**src/rtl/bprl_pkg.sv**
```systemverilog
// Package: widths, codes and types of the bounded positional record list
package bprl_pkg;

   localparam int DEPTH_DEF = 16;
   localparam int MAX_REC   = 16;
   localparam int CNT_W     = 5;
   localparam int CAP_W     = 5;
   localparam int POS_W     = 5;
   localparam int CMD_W     = 3;
   localparam int ST_W      = 2;
   localparam int TAG_W     = 32;
   localparam int GRADE_W   = 10;
   localparam int ADDR_W    = 3;
   localparam int DATA_W    = 32;

   localparam logic [CAP_W-1:0] CAP_RESET = 5'd16;

   // register index (paddr[ADDR_W-1:2])
   localparam logic REG_CAPACITY = 1'b0;

   // commands
   localparam logic [CMD_W-1:0] CMD_ADD_FRONT = 3'd0;
   localparam logic [CMD_W-1:0] CMD_ADD_BACK  = 3'd1;
   localparam logic [CMD_W-1:0] CMD_ADD_POS   = 3'd2;
   localparam logic [CMD_W-1:0] CMD_REM_FRONT = 3'd3;
   localparam logic [CMD_W-1:0] CMD_REM_BACK  = 3'd4;
   localparam logic [CMD_W-1:0] CMD_REM_POS   = 3'd5;
   localparam logic [CMD_W-1:0] CMD_LIST_FWD  = 3'd6;
   localparam logic [CMD_W-1:0] CMD_LIST_BWD  = 3'd7;

   // status codes
   localparam logic [ST_W-1:0] ST_OK     = 2'd0;
   localparam logic [ST_W-1:0] ST_FULL   = 2'd1;
   localparam logic [ST_W-1:0] ST_EMPTY  = 2'd2;
   localparam logic [ST_W-1:0] ST_BADPOS = 2'd3;

   typedef struct packed {
      logic [TAG_W-1:0]   name_tag;
      logic [TAG_W-1:0]   surname_tag;
      logic [GRADE_W-1:0] grade_math;
      logic [GRADE_W-1:0] grade_info;
      logic [GRADE_W-1:0] average;
   } record_type;

   typedef enum logic [2:0] {
      OP_HOLD,
      OP_INSERT,
      OP_REMOVE,
      OP_ROT_L,
      OP_ROT_R
   } chain_op_type;

   // broadcast to every cell of the chain
   typedef struct packed {
      chain_op_type     op;
      logic [CNT_W-1:0] idx;
      logic [CNT_W-1:0] cnt;
   } chain_ctl_type;

   typedef struct packed {
      logic [ST_W-1:0]  status;
      logic [CNT_W-1:0] count;
      record_type       rec;
      logic             last;
   } rsp_type;

endpackage

```
**src/rtl/bprl_cell.sv**
```systemverilog
// One cell of the record chain: holds one record, loads from its neighbors, the new record or the wrap record
module bprl_cell
   import bprl_pkg::*;
#(
   parameter int Index = 0
) (
   input  logic          clock,
   input  chain_ctl_type ctl,
   input  record_type    prev_rec,
   input  record_type    next_rec,
   input  record_type    new_rec,
   input  record_type    wrap_rec,
   output record_type    rec
);

   record_type rec_ff, rec_in;
   int         idx_i, cnt_i;

   always_comb begin
      idx_i  = int'(ctl.idx);
      cnt_i  = int'(ctl.cnt);
      rec_in = rec_ff;
      unique case (ctl.op)
         OP_INSERT: begin
            if (Index == idx_i) begin
               rec_in = new_rec;
            end else if (Index > idx_i && Index <= cnt_i) begin
               rec_in = prev_rec;
            end
         end
         OP_REMOVE: begin
            if (Index >= idx_i && Index < cnt_i - 1) begin
               rec_in = next_rec;
            end
         end
         OP_ROT_L: begin
            if (Index < cnt_i - 1) begin
               rec_in = next_rec;
            end else if (Index == cnt_i - 1) begin
               rec_in = wrap_rec;
            end
         end
         OP_ROT_R: begin
            if (Index == 0) begin
               rec_in = wrap_rec;
            end else if (Index < cnt_i) begin
               rec_in = prev_rec;
            end
         end
         default: begin
            rec_in = rec_ff;
         end
      endcase
   end

   always_ff @(posedge clock) begin
      rec_ff <= rec_in;
   end

   assign rec = rec_ff;

endmodule

```
**config.mk**
```make
export PLATFORM = sky130hd
export DESIGN_NAME = bprl_cell
export DESIGN_NICKNAME = d
export VERILOG_FILES = /design/src/rtl/bprl_pkg.sv /design/src/rtl/bprl_cell.sv
export SDC_FILE = /design/constraint.sdc
export NUM_CORES = 1
export LEC_CHECK = 0
export BUFFER_PORTS_ARGS = -buffer_cell sky130_fd_sc_hd__buf_2
export CAP_MARGIN = 15
export CORE_AREA = 2 2 186 188
export DETAILED_ROUTE_END_ITERATION = 16
export DIE_AREA = 0 0 188 190
export GPL_ROUTABILITY_DRIVEN = 0
export PLACE_DENSITY = 0.41
export SETUP_SLACK_MARGIN = 0.02
export SKIP_CTS_REPAIR_TIMING = 1
export SLEW_MARGIN = 20
export SYNTH_ARGS = -nofsm -noshare
export SYNTH_HDL_FRONTEND = slang
export SYNTH_SLANG_ARGS = --single-unit
```
**constraint.sdc**
```tcl
create_clock -name clock -period 4.53 [get_ports clock]
set_input_delay 0.2265 -clock clock [delete_from_list [all_inputs] [get_ports clock]]
set_output_delay 0.2265 -clock clock [all_outputs]
set_load 0.05 [all_outputs]
```
==> impl_results.md, run 1 <==
* Pin count of the biggest net entering global routing at 97
* Row count at just under 70
* Share of power burned in registers at about 43%
* Sequential element share of the synthesized area at 60.6%
* Data arrival time at the worst-slack endpoint at ~2500 ps
* Final max-slew violation count at 0
* Number of synthesized register bits at 94
* Timing-limited maximum frequency at approximately 400 MHz
* Cell area after synthesis at about 4700 µm²
* Flip-flop count of the largest register after layout at 94
* Total congestion overflow at 0
* Max clock buf depth at 2
* Wire length of the first global-routing pass at between 20 and 30 mm
* Kind of critical path: in -> reg
* Horiz. Die Dim at approximately 190 µm
* Cell total after placement at between 1000 and 1500
* Worst-case vdd ir drop at roughly 0.14 mV
* Status: finished clean
* Wire length on met2 at 9.76 mm
* Count of H-tree levels built during CTS at 3
* GRT Total Usage at between 10% and 20%
* Clock tree from TritonCTS: yes
* CTS Buf Count at 9
* Share of power burned in the clock network at between 20% and 30%
* Hold path depth at 2
* Shortest clock period the worst path allows after layout at roughly 2500 ps
* Largest area contributor in the synthesized netlist: edfxtp_1
* Average vias per placed instance at about 4.0
* Root buffer cell: clkbuf_16
* Clock slew at the register clock pins of the worst setup and hold paths at approximately 80 ps
* Kind of end point of the critical path: register
* Share of total power consumed by net switching at ~34%
* Initial DRT Pass Iterations at 4
* Routed wire length on met3 at between 1.5 and 2 mm
* Hold Startpoint: next_rec[34]
* Sum of routed wire length over all layers at 19.9 mm
* Commonest cells post-synth: 94 x a221o_1, 94 x and3_1, 94 x edfxtp_1
* Static Leakage at roughly 0.0033 µW
* Via count of the first global-routing pass at between 4000 and 5000
* Power density over cell area at about 350 nW/µm²
* Synth-to-layout area growth at 57.3%
* Worst path required time at 4520 ps
* Layout cell share with drive strength beyond 1 at slightly below 60%
* Number of warnings printed during yosys synthesis at 0
* Relative slew slack at 26.6%
* Cells after Synth at roughly 340
* Final-layout setup total negative slack at 0 ps
* Residual DRC at 0
* Worst hold path endpoint: rec[34]
* Die height at between 150 and 200 µm
* Final setup viols at 0
* Top-level I/O count at around 480
* Number of different library cells in the post-synthesis netlist at 18
* Power dissipated by switching net loads at between 800 and 900 µW
* Top-area cell type share of the netlist area at 60.6%
* M1 wire length at just under 8 mm
* Count of nets after finishing at 1091
* Leading register cell type out of synthesis: edfxtp_1
* Pin slew with the least headroom to its limit at about 1100 ps
* Relative contribution of combinational cells to total power at between 20 and 30%
* Footprint of the flip-flops and latches at 2820 µm²
* Startpoint Class: input port
* Fraction of registers with async set or reset after synthesis at 0%
* Net count after synthesis at 726
* Placeable Area at between 30000 and 40000 µm²
* Topmost layer with routed signal wires: met5
* Final hold violation count at 0
* Clk sink count at between 90 and 100
* Number of port buffers at approximately 390
* Max_cap viols at 0
* Detail Placement HPWL at approximately 15 mm
* Remaining antenna violation count at 0
* Cell-internal power at between 1500 and 2000 µW
* Area contributors post-synth: edfxtp_1 61%, a221o_1 20%, and3_1 13%, clkbuf_1 2.3%, buf_6 1.5%
* DR WL/cell at approximately 17 µm
* DIE AREA at 35700 µm²
* Antenna violations before repair at 3
* Violation count after the first detailed-routing iteration at 191
* Number of non-filler instances in the completed layout at roughly 1200
* Count of flip-flops with a built-in enable after synthesis at between 90 and 100
* Kind of path behind the tightest hold check: in -> reg
* Share of the clock period used by the worst path at a little over half
* Vias after detailed routing at ~4700
* Maximum fanout encountered on the critical timing path at 96
* Fill cell count at around 3700
* Multi-input gate area in the final layout at around 1700 µm²
* Setup repair after global routing missed its margin: no
* Mean instance size in the synthesized netlist at ~14 µm²
* Starting density of the core at approximately 14%
## layer usage
layer	GRT usage (%)	vias up
met5	0	-
met4	3.21	4
met3	4.08	20
met2	18.6	254
met1	12.3	2180
li1	-	2192
## layout make-up
class	instances	share of cell area [%]
diodes	1	0.0342
clock buffers	9	3.07
clock inverters	7	0.649
inverters	1	0.0512
multi-input cells	201	22.6
flip-flops and latches	94	38.5
well taps	455	7.77
repair buffers	394	27.3
## cell usage in the layout (no fill, tap or decap)
cell / netlist / routed
or3_4: 0 / 1
nand2b_4: 0 / 1
inv_6: 0 / 2
nor4_1: 1 / 1
clkinv_2: 0 / 2
clkbuf_16: 0 / 9
or4_1: 2 / 2
a21oi_4: 0 / 1
a21oi_1: 2 / 1
clkinv_4: 0 / 1
or3b_4: 1 / 1
buf_2: 5 / 389
inv_1: 1 / 1
nand3b_1: 1 / 1
edfxtp_1: 94 / 94
nand2b_1: 2 / 1
buf_4: 1 / 4
diode_2: 0 / 1
clkinvlp_4: 0 / 1
clkinv_1: 0 / 1
nor4_2: 1 / 1
o41ai_1: 1 / 1
buf_12: 0 / 1
o21ai_4: 0 / 1
and3_1: 94 / 94
a221o_1: 94 / 94
## cell families (layout without fill, tap and decap cells)
logic type	count (synthesis)	in the layout	share of synthesized area (%)
simple gates	103	103	14.2
compound gates	98	98	20.8
flops	94	94	60.6
buf+inv	41	411	4.48
other cells	0	1	0
## power by group through the flow
stage	Sequential, µW	Combinational (µW)	Clock [µW]
final	1090	750	725
after floorplan	1420	171	0
after detailed placement	1110	762	0
after global routing	1100	797	796
after CTS	1090	762	773
after global placement	1110	763	0
## how the worst max path moves through the flow
| stage | startpoint | to | slack [ps] | depth (start not counted) |
|---|---|---|---|---|
| floorplan | ctl[7] | rec[0] | 1000 | 3 |
| global placement | ctl[12] | rec[5] | 1630 | 5 |
| detailed placement | ctl[12] | rec[30] | 1640 | 5 |
| CTS | ctl[12] | rec[30] | 2010 | 5 |
| global route | ctl[12] | rec[30] | 1760 | 5 |
| finish | ctl[12] | rec[30] | 2040 | 5 |
## worst max-delay path: stages
cell and delay (ps):
buf_2 120, nand2b_4 580, nor4_1 460, or3_4 510, buf_4 510
## stage by stage
step / utilization [%] / cell area, µm² / power [µW] / setup WS, ps / hold WS, ps
2_1_floorplan: - / 4660 / 1590 / 998 / 441
3_3_place_gp: 20.8 / 7050 / 1870 / 1630 / 528
3_5_place_dp: 20.8 / 7050 / 1870 / 1640 / 530
4_1_cts: 21.6 / 7320 / 2630 / 2010 / 145
5_1_grt: 21.6 / 7330 / 2690 / 1760 / 151
6_report: 21.6 / 7330 / 2570 / 2040 / 170
Power figures use the tool's default switching activity.
==> run 2, diff against run 1 <==
PLACE_DENSITY = 0.42   (was 0.41)
clock period = 2.1 ns   (was 4.53 ns; I/O delays follow)
==> impl_results.md, run 2 (synthesis gave the netlist of run 1 again) <==
* Status: finished clean
* Sum of routed wire length over all layers at between 15 and 20 mm
* Utilization after layout at between 20% and 30%
* Clock tree from TritonCTS: yes
* Vias after detailed routing at 4654
* DIE AREA at 35700 µm²
* Wire length of the first global-routing pass at between 20 and 30 mm
* Clock slew at the register clock pins of the worst setup and hold paths at ~70 ps
* Kind of critical path: in -> reg
* Power density over cell area at between 700 and 800 nW/µm²
* Count of H-tree levels built during CTS at 3
* Startpoint Class: input port
* GRT Total Usage at between 10% and 20%
* Max_cap viols at 0
* Violation count after the first detailed-routing iteration at 171
* DR WL/cell at 16.9 µm
* Final hold violation count at 0
* Worst slack at placement at approximately 180 ps
* Top-level I/O count at between 400 and 500
* Setup repair after global routing missed its margin: no
* Clk sink count at 94
* Synth-to-layout area growth at 59.1%
* Data arrival time at the worst-slack endpoint at 1630 ps
* Worst path required time at approximately 2200 ps
* Maximum fanout encountered on the critical timing path at 96
* Row count at 68
* Die height at between 150 and 200 µm
* Residual DRC at 0
* Horiz. Die Dim at roughly 190 µm
* Root buffer cell: clkbuf_16
* Max clock buf depth at 2
* Pin count of the biggest net entering global routing at 97
* Detail Placement HPWL at approximately 15 mm
* Timing-limited maximum frequency at between 600 and 700 MHz
* Number of port buffers at around 390
* Final setup viols at 0
* Average vias per placed instance at 3.99
* Final max-slew violation count at 0
* Layout cell share with drive strength beyond 1 at slightly below 60%
* Worst Setup Slack, final at 554 ps
* Antenna violations before repair at 4
* Kind of path behind the tightest hold check: in -> reg
* Via count of the first global-routing pass at 4533
* Flip-flop count of the largest register after layout at 94
* Final-layout setup total negative slack at 0 ps
* Kind of end point of the critical path: register
* Overall power at ~5500 µW
* Share of the clock period used by the worst path at between 70% and 80%
* Remaining antenna violation count at 0
* Shortest clock period the worst path allows after layout at approximately 1500 ps
* Count of nets after finishing at around 1100
* Total congestion overflow at 0
* Static Leakage at 0.00338 µW
* Relative slew slack at a little over 60%
* Starting density of the core at 13.7%
* Commonest cells after routing, fill and taps aside: 389 x buf_2, 94 x and3_1, 94 x a221o_1, 94 x edfxtp_1, 9 x clkbuf_16
* Worst-case vdd ir drop at between 0.3 and 0.4 mV
* Pin slew with the least headroom to its limit at 569 ps
* Placeable Area at ~34000 µm²
* Initial DRT Pass Iterations at 4
* CTS Buf Count at 9
* Most frequent standard cell in the layout excluding fill and tap cells: buf_2
## run 2: changes by cell type in the layout (fill, tap and decap cells not counted), sizes merged
cell,change
clkinv,-1
diode,+1
buf,+4
## run 2: worst paths after layout
| path | slack [ps] | cells after the start | to | startpoint |
|---|---|---|---|---|
| worst max-delay path | 550 | 6 | rec[56] | ctl[12] |
| worst min-delay path | 50 | 2 | rec[59] | next_rec[59] |
## run 2: power by group
| group | switching (µW) | internal (µW) | total [µW] | leakage (µW) |
|---|---|---|---|---|
| clock network | 736 | 796 | 1530 | 0.000127 |
| logic | 1100 | 540 | 1640 | 0.00239 |
| registers | 46.3 | 2310 | 2350 | 0.000867 |
| total | 1880 | 3640 | 5530 | 0.00338 |
## run 2: metal layers
metal | up-vias | wire [µm] | track usage (%)
li1 | 2200 | - | -
met1 | 2169 | 8200 | 12.5
met2 | 265 | 9470 | 18.3
met3 | 16 | 1740 | 3.98
met4 | 4 | 227 | 2.82
met5 | - | 21 | 0
## run 2: area by class of cell
| type | count | area (µm²) |
|---|---|---|
| clock buffers | 9 | 225 |
| flip-flops and latches | 94 | 2820 |
| clock inverters | 6 | 37.5 |
| multi-input cells | 201 | 1660 |
| inverters | 1 | 3.75 |
| fillers | 3714 | 26500 |
| well taps | 455 | 569 |
| diodes | 2 | 5.00 |
| repair buffers | 398 | 2090 |
## run 2: per-stage QoR
stage          instance area [µm²]  hold WS, ps  instances
2_1_floorplan                 4660          319        336
5_1_grt                       7410         24.1       1166
3_3_place_gp                  7140          406       1149
6_report                      7410         50.9       1166
3_5_place_dp                  7140          409       1149
4_1_cts                       7410         18.8       1164
## run 2: worst max-delay path, stage by stage
cell and delay [ps]:
buf_2 110, or3b_4 240, buf_12 310, o21ai_4 140
buf_12 190, a221o_1 440
